$ cat src/rtl/ndc_pkg.sv
// Shared types and constants of the dinucleotide counter.
// No dependencies; every other file of the block imports this package.
package ndc_pkg;

   localparam int HIST_BINS   = 256;
   localparam int NUM_BASES   = 4;
   localparam int NUM_PAIRS   = 16;
   localparam int QUEUE_DEPTH = 2;
   localparam int RSP_BITS    = 32;

   localparam logic OP_COUNT = 1'b0;
   localparam logic OP_READ  = 1'b1;

   localparam logic [7:0] CHAR_A = 8'h41;
   localparam logic [7:0] CHAR_C = 8'h43;
   localparam logic [7:0] CHAR_G = 8'h47;
   localparam logic [7:0] CHAR_T = 8'h54;

   localparam logic [1:0] BASE_A = 2'd0;
   localparam logic [1:0] BASE_C = 2'd1;
   localparam logic [1:0] BASE_G = 2'd2;
   localparam logic [1:0] BASE_T = 2'd3;

   localparam logic [8:0] PAIR_INDEX = 9'd260;
   localparam logic [8:0] LAST_INDEX = 9'd275;

   // Counter set that a read request selects
   localparam logic [1:0] SRC_HIST = 2'd0;
   localparam logic [1:0] SRC_BASE = 2'd1;
   localparam logic [1:0] SRC_PAIR = 2'd2;
   localparam logic [1:0] SRC_NONE = 2'd3;

   typedef struct packed {
      logic       op;
      logic [7:0] hist_addr;
      logic       base_en;
      logic [1:0] base_sel;
      logic       pair_en;
      logic [3:0] pair_sel;
      logic [1:0] src;
   } cmd_type;

endpackage

$ cat src/rtl/ndc_front.sv
// Request classifier: decodes bases, tracks the previous base within a
// sequence and builds one counter command per transfer. Depends on ndc_pkg.
module ndc_front (
   input  logic             clock,
   input  logic             reset,
   input  logic             req_valid,
   output logic             req_ready,
   input  logic             req_op,
   input  logic [7:0]       req_ch,
   input  logic             req_end_of_sequence,
   input  logic [8:0]       req_read_index,
   input  logic             queue_full,
   output logic             push,
   output ndc_pkg::cmd_type cmd
);
   import ndc_pkg::*;

   logic       prev_is_base_ff, prev_is_base_in;
   logic [1:0] prev_base_ff, prev_base_in;
   logic       base_hit;
   logic [1:0] base_code;
   logic [8:0] pair_offset;

   assign req_ready   = !queue_full;
   assign push        = req_valid && req_ready;
   assign pair_offset = req_read_index - PAIR_INDEX;

   always_comb begin
      base_hit  = 1'b1;
      base_code = BASE_A;
      case (req_ch)
         CHAR_A:  base_code = BASE_A;
         CHAR_C:  base_code = BASE_C;
         CHAR_G:  base_code = BASE_G;
         CHAR_T:  base_code = BASE_T;
         default: base_hit  = 1'b0;
      endcase
   end

   always_comb begin
      cmd.op        = req_op;
      cmd.hist_addr = req_ch;
      cmd.base_en   = 1'b0;
      cmd.base_sel  = base_code;
      cmd.pair_en   = 1'b0;
      cmd.pair_sel  = {prev_base_ff, base_code};
      cmd.src       = SRC_NONE;
      if (req_op == OP_COUNT) begin
         cmd.base_en = base_hit;
         cmd.pair_en = base_hit && prev_is_base_ff;
      end else begin
         cmd.hist_addr = req_read_index[7:0];
         cmd.base_sel  = req_read_index[1:0];
         cmd.pair_sel  = pair_offset[3:0];
         if (!req_read_index[8]) begin
            cmd.src = SRC_HIST;
         end else if (req_read_index < PAIR_INDEX) begin
            cmd.src = SRC_BASE;
         end else if (req_read_index <= LAST_INDEX) begin
            cmd.src = SRC_PAIR;
         end
      end
   end

   // A read leaves the pair tracking untouched
   always_comb begin
      prev_is_base_in = prev_is_base_ff;
      prev_base_in    = prev_base_ff;
      if (push && req_op == OP_COUNT) begin
         prev_is_base_in = base_hit && !req_end_of_sequence;
         if (base_hit) begin
            prev_base_in = base_code;
         end
      end
   end

   always_ff @(posedge clock) begin
      if (reset) begin
         prev_is_base_ff <= 1'b0;
         prev_base_ff    <= BASE_A;
      end else begin
         prev_is_base_ff <= prev_is_base_in;
         prev_base_ff    <= prev_base_in;
      end
   end

endmodule

$ cat config.mk
export PLATFORM = sky130hd
export DESIGN_NAME = ndc_front
export DESIGN_NICKNAME = d
export VERILOG_FILES = /design/src/rtl/ndc_pkg.sv /design/src/rtl/ndc_front.sv
export SDC_FILE = /design/constraint.sdc
export NUM_CORES = 1
export LEC_CHECK = 0
export ABC_AREA = 1
export BUFFER_PORTS_ARGS = -buffer_cell sky130_fd_sc_hd__buf_4
export CORE_MARGIN = 2
export CORE_UTILIZATION = 37
export DETAILED_ROUTE_END_ITERATION = 10
export PLACE_DENSITY = 0.9
export SLEW_MARGIN = 20
export SYNTH_ARGS = -nofsm -noshare
export SYNTH_HDL_FRONTEND = slang
export SYNTH_SLANG_ARGS = --single-unit
$ cat constraint.sdc
create_clock -name clock -period 1.23 [get_ports clock]
set_clock_uncertainty 0.05 [all_clocks]
set_input_delay 0.123 -clock clock [delete_from_list [all_inputs] [get_ports clock]]
set_output_delay 0.123 -clock clock [all_outputs]
set_load 0.005 [all_outputs]
==> results.py <==
metrics = {
    "synth": {
        "synthArstFlopShare_pct": 0,
        "synth_edf_count": 0,
        "synth.most_common_cell": "nand2_1",
        "syn_avg_cell_area_um2": 5.37,
        "synth_ff_type": "dfxtp_1",
        "syn_nets": 119,
        "synthTopCellsByArea": "nand2_1 25%, dfxtp_1 12%, inv_1 12%, o21ai_0 6.9%, nand3_1 4.9%",
        "ys_ff_latch": 3,
        "netlist.area_leader.share_pct": 25.0,
        "synth_cell_types": 23,
        "ys_warn_count": 0,
        "seq_area_frac_synth_pct": 11.8,
        "synth_top_area_cell": "nand2_1",
        "syn_inst": 95,
        "syn_area_um2": 510,
        "synth_commonest_cells": "34 x nand2_1, 16 x inv_1, 7 x o21ai_0, 6 x nor2_1, 5 x nand3_1",
    },
    "timing": {
        "hold_violations": 0,
        "whs_ns": 0.0274,
        "worst_slack_ns": 0.0781,
        "final-setup-viol-count": 0,
        "post-route-min-period_ns": 1.15,
        "period_share_pct": 93.6,
        "fin_setup_tns_ns": 0,
        "tightest_slew_ns": 0.253,
        "maxSlewHeadroom_pct": 83.0,
        "fmax_mhz": 868,
        "maxSlewViolCount": 0,
    },
    "global_route": {
        "grt_pass1_vias": 549,
        "grt_start_max_net_pins": 19,
        "grt_overflow_total": 0,
        "grt_pass1_wl_mm": 2.02,
        "antenna_found_initial": 0,
        "grt.total_usage_pct": 17.3,
    },
    "floorplan": {
        "core_region_area_mm2": 0.00130,
        "io_pins": 44,
        "die_x_um": 41.1,
        "dieHeight_um": 41.1,
        "dieArea_mm2": 0.00169,
        "fp-row-count": 13,
        "initial_utilization_pct": 39.2,
    },
    "power_and_ir_drop": {
        "p_switching_mw": 0.153,
        "powerDensity_mw_per_mm2": 568,
        "clockPowerShare_pct": 34.6,
        "swShare_pct": 30.9,
        "power_leakage_nw": 0.522,
        "p_comb_share_pct": 45.5,
        "internal-power_mw": 0.341,
        "ir_drop_mv": 0.411,
        "power_frac_seq_pct": 19.8,
    },
    "detailed_routing": {
        "via_count": 703,
        "viasPerCell": 4.63,
        "drc": 0,
        "wl_per_cell_um": 9.77,
        "drt-initial-drc-count": 7,
        "postRouteWirelength_mm": 1.49,
        "drtPass1Iterations": 4,
        "antenna_left": 0,
    },
    "placement": {
        "dpl_cell_area_um2": 820,
        "place_ws_ns": 0.0163,
        "dp.cells": 148,
        "gp_congestion": 0.818,
        "dp_hpwl_mm": 1.26,
        "io_buffers": 43,
    },
    "clock_network": {
        "numCtsBuffers": 3,
        "path_clk_slew_ns": 0.03,
        "clock_sinks": 3,
        "post_cts_buffers": 0,
        "clockBufferDepth": 2,
        "clk_latency_ns": 0.23,
        "cts_tree": "yes",
        "cts_root_buf": "clkbuf_4",
        "hold_buffers": 0,
        "h-tree-depth": 1,
    },
    "finish": {
        "layout.nets": 162,
        "syn_to_final_growth_pct": 70.6,
        "layout-drive-gt1-share_pct": 44.5,
        "insertedDiodeCount": 0,
        "instances_no_fill": 152,
        "fin_area_um2": 871,
    },
    "setup_path": {
        "crit_required_ns": 1.06,
        "critPathMostFrequentCell": "buf_4",
        "startpoint": "req_ch[3]",
        "crit_slowest_cell": "nor2_1",
        "critPathTopFamily": "simple AND/OR/NAND/NOR gates",
        "cp_slowest_stage_delay_ns": 0.17,
        "cp.buffers_inverters": 2,
        "cp-start-kind": "input port",
        "critPathArrivalTime_ns": 0.98,
        "end_kind": "output pin",
        "path_cells": "buf_4 > nor2_1 > nand4_4 > o21ai_2 > nand2_1 > nand2_2 > buf_4",
        "reg2reg_from": "prev_base_ff[0]$_SDFFE_PP0P_",
        "r2r_slack_ns": 0.58,
        "critical_path_class": "input port to output pin",
        "cp_max_fo": 2,
    },
    "status": {
        "status": "finished clean",
    },
    "job": {
        "maxCapViolCount": 0,
    },
    "hold_path": {
        "worstHoldPathType": "input port to flip-flop",
        "min_from": "reset",
    },
}
[final timing paths]
path                                                      to  depth (start not counted)
worst max register to register  prev_base_ff[0]$_SDFFE_PP0P_                          4
worst min register to register  prev_is_base_ff$_SDFFE_PP0P_                          2
worst max-delay path                                  cmd[2]                          7
worst min-delay path            prev_base_ff[1]$_SDFFE_PP0P_                          2
[timing repair]
action                                 in CTS  in global routing
gates resized for setup                     0                  7
setup endpoints to repair                   0                  5
endpoints found under the hold margin       0                  0
[routing by layer]
metal  GRT usage (%)  vias to the layer above  wire (um)
li1                -                      370          -
met1            18.8                      298        541
met2            33.6                       33        799
met3            2.72                        2        138
met4            4.84                        0          6
met5               0                        -          0
[registers in the layout, indices dropped and copies added, names as in the netlist]
signal	cells
prev_is_base_ff	1
prev_base_ff	2
[worst register-to-register path: cells and delay by family (launching register included)]
family	cells	cell delay (ns)
buffers and inverters	1	0.05
flip-flops	1	0.32
AND/OR/NAND/NOR	3	0.17
[through the flow]
stage,power [mW],util [%]
final,0.494,66.9
after floorplan,0.187,-
after CTS,0.500,65.0
after detailed placement,0.317,63.0
after global routing,0.540,66.9
after global placement,0.313,63.0
[cells in the final DEF (no fill, tap or decap), types with 2 or more instances in the layout]
master,instances
inv_1,16
nand3_1,5
buf_4,43
nor2_4,2
dfxtp_1,3
nand2_1,32
nor2_2,2
clkbuf_4,3
o21ai_0,6
nor2_1,5
nand2_4,2
nand3b_1,2
nand2_2,4
[power groups by stage]
stage	registers [mW]	logic, mW	clock network [mW]
after floorplan	0.0995	0.0880	0
after global placement	0.0995	0.213	0
after detailed placement	0.0995	0.218	0
after CTS	0.0979	0.219	0.184
after global routing	0.0978	0.250	0.193
final	0.0980	0.225	0.171
[final cells by class]
cell class                      count  area (um2)
Clock buffer                        4        26.3
Fill cell                         124         430
Inverter                           18        70.1
Multi-Input combinational cell     69         373
Sequential cell                     3        60.1
Tap cell                           15        18.8
Timing Repair Buffer               43         323
[cell families after synthesis]
| kind of cell | synth area share [%] |
|---|---|
| AND/OR/NAND/NOR | 52.2 |
| buffers and inverters | 20.1 |
| AO/OA/AOI/OAI | 13.5 |
| flip-flops | 11.8 |
| adder cells (fa/ha/maj) | 2.45 |
(Power assumes the default switching activity.)
