$ cat src/rtl/ndc_pkg.sv
// Shared types and constants of the dinucleotide counter.
// No dependencies; every other file of the block imports this package.
package ndc_pkg;

   localparam int HIST_BINS   = 256;
   localparam int NUM_BASES   = 4;
   localparam int NUM_PAIRS   = 16;
   localparam int QUEUE_DEPTH = 2;
   localparam int RSP_BITS    = 32;

   localparam logic OP_COUNT = 1'b0;
   localparam logic OP_READ  = 1'b1;

   localparam logic [7:0] CHAR_A = 8'h41;
   localparam logic [7:0] CHAR_C = 8'h43;
   localparam logic [7:0] CHAR_G = 8'h47;
   localparam logic [7:0] CHAR_T = 8'h54;

   localparam logic [1:0] BASE_A = 2'd0;
   localparam logic [1:0] BASE_C = 2'd1;
   localparam logic [1:0] BASE_G = 2'd2;
   localparam logic [1:0] BASE_T = 2'd3;

   localparam logic [8:0] PAIR_INDEX = 9'd260;
   localparam logic [8:0] LAST_INDEX = 9'd275;

   // Counter set that a read request selects
   localparam logic [1:0] SRC_HIST = 2'd0;
   localparam logic [1:0] SRC_BASE = 2'd1;
   localparam logic [1:0] SRC_PAIR = 2'd2;
   localparam logic [1:0] SRC_NONE = 2'd3;

   typedef struct packed {
      logic       op;
      logic [7:0] hist_addr;
      logic       base_en;
      logic [1:0] base_sel;
      logic       pair_en;
      logic [3:0] pair_sel;
      logic [1:0] src;
   } cmd_type;

endpackage

$ cat src/rtl/ndc_queue.sv
// Small command queue between the classifier and the counter engine.
// Depends on ndc_pkg for the command type and depth.
module ndc_queue (
   input  logic             clock,
   input  logic             reset,
   input  logic             push,
   input  ndc_pkg::cmd_type push_data,
   output logic             full,
   input  logic             pop,
   output logic             not_empty,
   output ndc_pkg::cmd_type pop_data
);
   import ndc_pkg::*;

   localparam int PTR_BITS = $clog2(QUEUE_DEPTH);
   localparam int CNT_BITS = $clog2(QUEUE_DEPTH + 1);

   cmd_type               entry_ff [QUEUE_DEPTH];
   logic [PTR_BITS-1:0]   wr_ptr_ff, wr_ptr_in;
   logic [PTR_BITS-1:0]   rd_ptr_ff, rd_ptr_in;
   logic [CNT_BITS-1:0]   fill_ff, fill_in;

   assign full      = (fill_ff == CNT_BITS'(QUEUE_DEPTH));
   assign not_empty = (fill_ff != '0);
   assign pop_data  = entry_ff[rd_ptr_ff];

   always_comb begin
      wr_ptr_in = wr_ptr_ff;
      rd_ptr_in = rd_ptr_ff;
      fill_in   = fill_ff;
      if (push) begin
         wr_ptr_in = (wr_ptr_ff == PTR_BITS'(QUEUE_DEPTH - 1)) ? '0 : wr_ptr_ff + 1'b1;
      end
      if (pop) begin
         rd_ptr_in = (rd_ptr_ff == PTR_BITS'(QUEUE_DEPTH - 1)) ? '0 : rd_ptr_ff + 1'b1;
      end
      if (push && !pop) begin
         fill_in = fill_ff + 1'b1;
      end else if (pop && !push) begin
         fill_in = fill_ff - 1'b1;
      end
   end

   always_ff @(posedge clock) begin
      if (reset) begin
         wr_ptr_ff <= '0;
         rd_ptr_ff <= '0;
         fill_ff   <= '0;
      end else begin
         wr_ptr_ff <= wr_ptr_in;
         rd_ptr_ff <= rd_ptr_in;
         fill_ff   <= fill_in;
      end
   end

   always_ff @(posedge clock) begin
      if (push) begin
         entry_ff[wr_ptr_ff] <= push_data;
      end
   end

endmodule

$ cat config.mk
export PLATFORM = sky130hd
export DESIGN_NAME = ndc_queue
export DESIGN_NICKNAME = d
export VERILOG_FILES = /design/src/rtl/ndc_pkg.sv /design/src/rtl/ndc_queue.sv
export SDC_FILE = /design/constraint.sdc
export NUM_CORES = 1
export LEC_CHECK = 0
export ABC_AREA = 1
export BUFFER_PORTS_ARGS = -buffer_cell sky130_fd_sc_hd__buf_2
export CELL_PAD_IN_SITES_DETAIL_PLACEMENT = 0
export CELL_PAD_IN_SITES_GLOBAL_PLACEMENT = 2
export CORE_AREA = 3 3 77 65
export DETAILED_ROUTE_END_ITERATION = 8
export DIE_AREA = 0 0 80 68
export PLACE_DENSITY = 0.85
export SETUP_SLACK_MARGIN = 0.1
export SKIP_LAST_GASP = 1
export SLEW_MARGIN = 20
export SYNTH_ARGS = -nofsm -noshare
export SYNTH_HDL_FRONTEND = slang
export SYNTH_SLANG_ARGS = --single-unit
$ cat constraint.sdc
create_clock -name clock -period 2.24 [get_ports clock]
set_input_delay 0 -clock clock [delete_from_list [all_inputs] [get_ports clock]]
set_output_delay 0 -clock clock [all_outputs]
set_load 0.01 [all_outputs]
==> results_dict.tcl, run 1 <==
set metrics [dict create \
    yosysUniqueCellTypes 16 \
    grt_pass1_wl_mm 4.581 \
    fmax_mhz 612.7 \
    die-width_um 80 \
    fin_nets 187 \
    dp_hpwl_mm 1.905 \
    num_vias 942 \
    drt_wl_total_mm 2.872 \
    setup_viol 0 \
    gp_congestion 0.6760 \
    final_cells 221 \
    die_area_mm2 0.005440 \
    report.final.slew_viol_count 0 \
    syn_area_per_cell_um2 17.94 \
    worst_pin_slew_ps 795.7 \
    path_clk_slew_ps 70 \
    cp.arrival_ps 1630 \
    max_cap_viol_count 0 \
    cts_tree "built" \
    worstSetupStartpointType "flop" \
    cts_buffers 5 \
    drt_pass1_iterations 4 \
    drc 0 \
    final_hold_viol_count 0 \
    grt_start_max_net_pins 21 \
    core_area_mm2 0.004204 \
    hold_path.class "in -> reg" \
    drive_gt1_frac 0.4451 \
    cts_max_level 2 \
    antenna_found_initial 0 \
    ctsRootBufferMaster "clkbuf_8" \
    fin_worst_skew_ps 7.883 \
    placed_area_mm2 0.001923 \
    max_stage_delay_ps 580 \
    fin_tns_setup_ps 0 \
    ios 44 \
    p_leak_uw 0.0009251 \
    yosysWarnings 0 \
    crit_slowest_cell "dfxtp_1" \
    critPathKind "reg -> out" \
    design_area_mm2 0.002246 \
    required_ps 2240 \
    rr_startpoint "wr_ptr_ff" \
    rsz0062_at_grt "no" \
    path_cells "buf_4, mux2_4, buf_2" \
    timing.final.crit_share 0.7287 \
    crit_path_end_kind "output port" \
    yosysSeqAreaShare 0.7521 \
    hold_path.startpoint "pop" \
    route.detailed.wl_per_inst_um 13.00 \
    port_buffers 43 \
    outcome "completed" \
    area_growth_pct 36.09 \
    antenna_left 0 \
    synth_area_mm2 0.001650 \
    num_rows 21 \
    drtIter0Drc 48 \
    worstPathMaxFanout 10 \
    n_fill_cell 363 \
    diodes 0 \
    synthCells 92 \
    clkSinkCount 43 \
    ir_worst_vdd_mv 0.3598 \
    grt_pass1_vias 972 \
    die_y_um 68 \
    dp.cells 192 \
    cts_buffer_depth 2 \
    via_per_inst 4.262 \
    max-slew-margin-rel 0.4689 \
    grt-ovfl-total 0 \
    initial_core_util 0.3926 \
    grt_use_total 0.1174 \
    powerDensity_mw_per_mm2 783.7 \
    postSynthNetCount 116 \
    clk_latency_ps 290 \
    ys_ff_latch 43 \
    period_needed_ps 1632 \
]
## worst paths after layout
kind                                         to  depth (start not counted)  slack [ps]
worst max-delay path                pop_data[2]                          3         610
worst min-delay path                       flop                          3          10
worst max register to register  entry_ff[1][15]                          2         870
worst min register to register       fill_ff[0]                          2         530
## cells by family after synthesis
| kind of cell | count (synthesis) | share of synthesized area |
|---|---|---|
| compound gates | 2 | 0.006059 |
| xor+xnor | 1 | 0.005308 |
| fa+ha+maj | 1 | 0.007580 |
| buf+inv | 11 | 0.03942 |
| flops | 43 | 0.7521 |
| mux | 19 | 0.1524 |
| simple gates | 15 | 0.03714 |
## where the power goes
group | leakage (uW) | switching (uW) | internal (uW)
clock | 0.0000581 | 256 | 332
sequential | 0.000398 | 19.2 | 922
combinational | 0.000469 | 104 | 127
## state kept, by name (all words and copies together), names as in the netlist, named ones only
name	flops
entry_ff	38
fill_ff	2
rd_ptr_ff	1
wr_ptr_ff	1
## per-layer routing
| layer | wire, um | global-route usage |
|---|---|---|
| met5 | 0 | 0 |
| met4 | 29 | 0.04430 |
| met3 | 183 | 0.05263 |
| met2 | 1346 | 0.1818 |
| met1 | 1313 | 0.1457 |
## metrics by stage
step                utilization  setup slack (ps)  hold WS [ps]  power (uW)
detailed placement       0.4574             856.2         196.2        1163
CTS                      0.5342             581.8        0.3825        1781
finish                   0.5342             607.8         10.65        1760
floorplan                     -             703.8         72.38        1088
global placement         0.4574             892.7         193.1        1159
global route             0.5342             505.9         31.64        1841
## repair_timing
action / 4_1_cts / 5_1_grt
endpoints found under the hold margin: 42 / 0
hold buffers: 21 / 0
setup buffers: 0 / 0
resized for setup: 0 / 0
## cells in the mapped netlist (all sizes together)
cell type  number  area (um2)
edfxtp         38        1141
nor2            6       22.52
mux2           19       251.5
inv             9       33.78
a21oi           1       5.000
xnor2           1       8.760
nand2           6       22.52
nand4           1       6.260
o21ai           1       5.000
ha              1       12.51
dfxtp           5       100.1
buf             2       31.28
nand3           1       5.000
nor3            1       5.000
## worst max-delay path, delay by kind of cell, from the launching register on
kind,cells,cell delay [ps]
buffers and inverters,2,450
flip-flops,1,580
multiplexers,1,320
## area by class of cell
type                    instances  area [um2]  share of cell area
clock buffers                   5       68.82             0.03064
clock inverters                 3       43.79             0.01950
inverters                       9       33.78             0.01504
multi-input cells              38       346.6              0.1543
flip-flops and latches         43        1241              0.5526
well taps                      57       71.32             0.03175
repair buffers                 66       440.4              0.1961
## layout by cell type (no fill, tap or decap)
| master | netlist | routed |
|---|---|---|
| dfxtp_1 | 5 | 5 |
| o21ai_0 | 1 | 1 |
| clkinv_2 | 0 | 1 |
| nand4_1 | 1 | 1 |
| buf_4 | 0 | 2 |
| nand3_1 | 1 | 1 |
| mux2_4 | 10 | 10 |
| mux2_2 | 9 | 9 |
| nand2_1 | 6 | 6 |
| buf_2 | 0 | 43 |
| dlygate4sd3_1 | 0 | 21 |
| bufinv_16 | 0 | 1 |
| nor3_1 | 1 | 1 |
| ha_1 | 1 | 1 |
| inv_1 | 9 | 9 |
| edfxtp_1 | 38 | 38 |
| xnor2_1 | 1 | 1 |
| clkbuf_8 | 0 | 5 |
| clkinv_4 | 0 | 1 |
| nor2_2 | 0 | 1 |
| a21oi_1 | 1 | 1 |
| nor2_1 | 6 | 5 |
Note: power is estimated with default switching activity, not from simulation.
==> run 2, diff against run 1 <==
--- a/config.mk
+++ b/config.mk
@@ -9,10 +9,10 @@
 export BUFFER_PORTS_ARGS = -buffer_cell sky130_fd_sc_hd__buf_2
 export CELL_PAD_IN_SITES_DETAIL_PLACEMENT = 0
 export CELL_PAD_IN_SITES_GLOBAL_PLACEMENT = 2
-export CORE_AREA = 3 3 77 65
+export CORE_AREA = 3 3 85 71
 export DETAILED_ROUTE_END_ITERATION = 8
-export DIE_AREA = 0 0 80 68
-export PLACE_DENSITY = 0.85
+export DIE_AREA = 0 0 88 74
+export PLACE_DENSITY = 0.75
 export SETUP_SLACK_MARGIN = 0.1
 export SKIP_LAST_GASP = 1
 export SLEW_MARGIN = 20
==> constraint.sdc (replaced) <==
create_clock -name clock -period 1.32 [get_ports clock]
set_input_delay 0 -clock clock [delete_from_list [all_inputs] [get_ports clock]]
set_output_delay 0 -clock clock [all_outputs]
set_load 0.01 [all_outputs]
==> run 2 against run 1 <==
Against the previous run:
- final cell count up 5.9%
- clock skew down 1.6 ps
- via count up 4.6%
- largest power group unchanged
- clock power up 32%
- critical endpoint is now pop_data[18]
- critical path depth unchanged
==> results_dict.tcl, run 2 (synthesis gave the netlist of run 1 again) <==
set metrics [dict create \
    final_hold_viol_count 0 \
    fin_worst_skew_ps 6.277 \
    clk_latency_ps 280 \
    hold_path.startpoint "push" \
    ctsRootBufferMaster "clkbuf_8" \
    reg2reg_depth 3 \
    setup_viol 0 \
    area_growth_pct 49.96 \
    max-slew-margin-rel 0.8805 \
    antenna_left 0 \
    path_clk_slew_ps 80 \
    max_cap_viol_count 0 \
    drt_pass1_iterations 4 \
    whs_path_depth 3 \
    final_cells 234 \
    grt_start_max_net_pins 16 \
    drive_gt1_frac 0.4556 \
    cts_max_level 2 \
    outcome "completed" \
    cts_setup_buffers 0 \
    num_rows 24 \
    worst_pin_slew_ps 178.0 \
    ir_worst_vdd_mv 0.7858 \
    required_ps 1320 \
    fin_tns_setup_ps 0 \
    timing.final.crit_share 0.9614 \
    diodes 0 \
    grt_use_total 0.1013 \
    die_y_um 74 \
    num_vias 985 \
    cts_buffer_depth 2 \
    holdPathEnd "wr_ptr_ff" \
    n_fill_cell 471 \
    ios 44 \
    antenna_found_initial 0 \
    hold_ws_ps 15.10 \
    design_area_mm2 0.002475 \
    grt-ovfl-total 0 \
    dp.cells 204 \
    rr_startpoint "wr_ptr_ff" \
    r2r_end "entry_ff[1][11]" \
    dp_hpwl_mm 2.064 \
    period_needed_ps 1269 \
    report.final.slew_viol_count 0 \
    grt_pass1_wl_mm 4.871 \
    hold_path.class "in -> reg" \
    critPathKind "reg -> out" \
    powerDensity_mw_per_mm2 1181 \
    die-width_um 88 \
    clkSinkCount 43 \
    cts_buffers 5 \
    final_common_cell "edfxtp_1" \
    worstPathMaxFanout 8 \
    layout_common_cells "edfxtp_1, buf_2, dlygate4sd3_1, buf_6, mux2_4" \
    top_register "entry_ff" \
    rsz0062_at_grt "yes" \
    initial_core_util 0.3105 \
    placed_area_mm2 0.001993 \
    worstSetupStartpointType "flop" \
    fmax_mhz 788.0 \
    p_leak_uw 0.001021 \
    gp_congestion 0.6711 \
    reg2reg_setup_slack_ps 290 \
    crit_path_end_kind "output port" \
    largest_reg_flops 38 \
    cts_tree "built" \
    drtIter0Drc 32 \
    grt_pass1_vias 1113 \
    route.detailed.wl_per_inst_um 13.06 \
    fin_util 0.4656 \
    drt_wl_total_mm 3.057 \
    via_per_inst 4.209 \
    cp.arrival_ps 1270 \
    port_buffers 43 \
    core_area_mm2 0.005315 \
    drc 0 \
    fin_nets 192 \
    reg_top3 "entry_ff (38), fill_ff (2)" \
    die_area_mm2 0.006512 \
]
run 2: final cells by class:
cell class / instances / area, um2 / area share
Clock buffer: 5 / 68.82 / 0.02781
Clock inverter: 3 / 15.01 / 0.006067
Inverter: 9 / 33.78 / 0.01365
Multi-Input combinational cell: 38 / 385.4 / 0.1557
Sequential cell: 43 / 1245 / 0.5030
Tap cell: 65 / 81.33 / 0.03286
Timing Repair Buffer: 71 / 645.6 / 0.2609
run 2: through the flow:
stage,total power [uW],setup slack (ps)
3_5_place_dp,2009,269.2
6_report,2922,50.97
4_1_cts,2968,29.32
2_1_floorplan,1850,114.2
3_3_place_gp,1993,314.1
5_1_grt,3077,2.400
run 2: critical path: stages, from the launching register on:
cell and delay (ps):
dfxtp_4 410, buf_12 150, mux2_4 310, buf_6 120
run 2: metal layers:
metal	vias to the layer above	GRT usage	part of all wire
li1	482	-	-
met4	0	0.03578	0.0075
met3	5	0.03654	0.066
met1	462	0.1136	0.42
met2	36	0.1789	0.50
met5	-	0	0
run 2: where the power goes:
group	leakage [uW]	switching (uW)	internal (uW)
combinational	0.000583	211	339
sequential	0.000399	31.4	1570
clock	0.0000392	416	359
run 2: repair_timing:
item	CTS	global route
setup endpoints to repair	19	19
hold buffers	21	0
endpoints found under the hold margin	42	0
cloned	1	0
gates resized for setup	32	0
run 2: how the worst max path moves through the flow:
| stage | endpoint | slack [ps] |
|---|---|---|
| global route | pop_data[1] | 2 |
| floorplan | entry_ff[1][0] | 110 |
| global placement | pop_data[16] | 310 |
| CTS | pop_data[7] | 30 |
| detailed placement | pop_data[18] | 270 |
| finish | pop_data[18] | 50 |
==> run 3, diff against run 2 <==
--- a/config.mk
+++ b/config.mk
@@ -12,7 +12,7 @@
 export CORE_AREA = 3 3 85 71
 export DETAILED_ROUTE_END_ITERATION = 8
 export DIE_AREA = 0 0 88 74
-export PLACE_DENSITY = 0.75
+export PLACE_DENSITY = 0.81
 export SETUP_SLACK_MARGIN = 0.1
 export SKIP_LAST_GASP = 1
 export SLEW_MARGIN = 20
==> run 3 against run 2 <==
Against the previous run:
- first-iteration DRC count increased by 56%
- hold slack better by 410 ps
- die area unchanged
- total power up 0.27%
- global-route usage fell by 0.24 points
- highest routed layer unchanged
- clock-buffer cell count increased by 1
==> results_dict.tcl, run 3 (synthesis gave the netlist of run 1 again) <==
set metrics [dict create \
    fmax_mhz 797.6 \
    via_per_inst 4.222 \
    critPathKind "reg -> out" \
    setup_viol 0 \
    reg_top3 "entry_ff (38), fill_ff (2)" \
    max_stage_delay_ps 390 \
    antenna_found_initial 0 \
    clk_latency_ps 290 \
    area_growth_pct 49.43 \
    powerDensity_mw_per_mm2 1188 \
    drt_pass1_iterations 4 \
    fin_tns_setup_ps 0 \
    cp.arrival_ps 1250 \
    fin_worst_skew_ps 5.088 \
    outcome "completed" \
    cts_buffers 5 \
    final_hold_viol_count 0 \
    ios 44 \
    path_cells "buf_12, mux2_4, buf_6" \
    top_register "entry_ff" \
    gp_congestion 0.7436 \
    crit_path_end_kind "output port" \
    initial_core_util 0.3105 \
    drtIter0Drc 50 \
    port_buffers 43 \
    rsz0062_at_grt "yes" \
    cts_tree "built" \
    hold_path.class "in -> reg" \
    drive_gt1_frac 0.4556 \
    p_leak_uw 0.001017 \
    period_needed_ps 1254 \
    dp.cells 203 \
    grt_start_max_net_pins 21 \
    worstPathMaxFanout 8 \
    placed_area_mm2 0.001973 \
    largest_reg_flops 38 \
    report.final.slew_viol_count 0 \
    worst_pin_slew_ps 184.8 \
    hold_ws_ps 426.6 \
    crit_slowest_cell "dfxtp_4" \
    die_area_mm2 0.006512 \
    layout_common_cells "edfxtp_1, buf_2, dlygate4sd3_1, buf_6, mux2_4" \
    ir_worst_vdd_mv 0.4698 \
    max-slew-margin-rel 0.8759 \
    cts_max_level 2 \
    core_area_mm2 0.005315 \
    num_vias 988 \
    fin_util 0.4640 \
    diodes 0 \
    n_fill_cell 470 \
    grt_pass1_wl_mm 4.554 \
    path_clk_slew_ps 80 \
    cts_buffer_depth 2 \
    clkSinkCount 43 \
    grt_use_total 0.09889 \
    antenna_left 0 \
    design_area_mm2 0.002466 \
    ctsRootBufferMaster "clkbuf_8" \
    required_ps 1320 \
    route.detailed.wl_per_inst_um 12.97 \
    drt_wl_total_mm 3.034 \
    worstSetupStartpointType "flop" \
    fin_nets 192 \
    final_common_cell "edfxtp_1" \
    drc 0 \
    dp_hpwl_mm 2.088 \
    die-width_um 88 \
    timing.final.crit_share 0.9499 \
    max_cap_viol_count 0 \
    die_y_um 74 \
    num_rows 24 \
    final_cells 234 \
    grt_pass1_vias 1057 \
    grt-ovfl-total 0 \
]
-- run 3: cell types whose count changed in the layout (fill, tap and decap cells not counted) --
cell,previous run,this run
dlygate4sd3_1,21,22
buf_16,1,0
clkbuf_1,0,1
clkinv_2,0,1
clkinv_1,2,0
buf_4,3,2
buf_8,0,1
-- run 3: layout make-up --
class,instances,area [um2],share of cell area
clock buffers,6,72.57,0.02943
clock inverters,2,12.51,0.005074
inverters,9,33.78,0.01370
multi-input cells,38,385.4,0.1563
flip-flops and latches,43,1245,0.5048
well taps,65,81.33,0.03298
repair buffers,71,635.6,0.2577
-- run 3: worst max-delay path, delay by kind of cell (launching register included) --
family | cells | cell delay, ps
buf+inv | 2 | 260
flops | 1 | 390
mux | 1 | 310
-- run 3: path summary, 6_finish.rpt --
| path | startpoint | to | slack (ps) | cells past startpoint |
|---|---|---|---|---|
| hold / removal | push_data[6] | entry_ff[1][6] | 430 | 2 |
| hold reg to reg | rd_ptr_ff | rd_ptr_ff | 530 | 2 |
| setup reg to reg | wr_ptr_ff | entry_ff[1][5] | 280 | 3 |
| setup / recovery | flop | pop_data[6] | 70 | 3 |
-- run 3: metrics by stage --
stage | setup slack (ps) | power [uW]
4_1_cts | 37.55 | 2938
2_1_floorplan | 114.2 | 1850
6_report | 66.16 | 2930
3_5_place_dp | 267.8 | 2000
3_3_place_gp | 300.6 | 1982
5_1_grt | 7.478 | 3087
-- run 3: per-layer routing --
layer | GRT usage | share of wire
met1 | 0.1036 | 0.42
met2 | 0.1731 | 0.50
met4 | 0.03578 | 0.0036
met5 | 0 | 0
met3 | 0.04873 | 0.071
-- run 3: what timing repair did --
action | CTS | global route
gates resized for setup | 29 | 8
hold buffers | 22 | 0
setup endpoints to repair | 19 | 19
endpoints found under the hold margin | 42 | 0
gates cloned | 1 | 0
setup buffers | 0 | 0
-- run 3: power breakdown --
group / total [uW] / internal [uW] / leakage (uW) / switching, uW
Combinational: 544 / 331 / 0.000577 / 213
Sequential: 1590 / 1570 / 0.000399 / 29.7
Clock: 791 / 369 / 0.0000412 / 422
Total: 2930 / 2270 / 0.00102 / 665
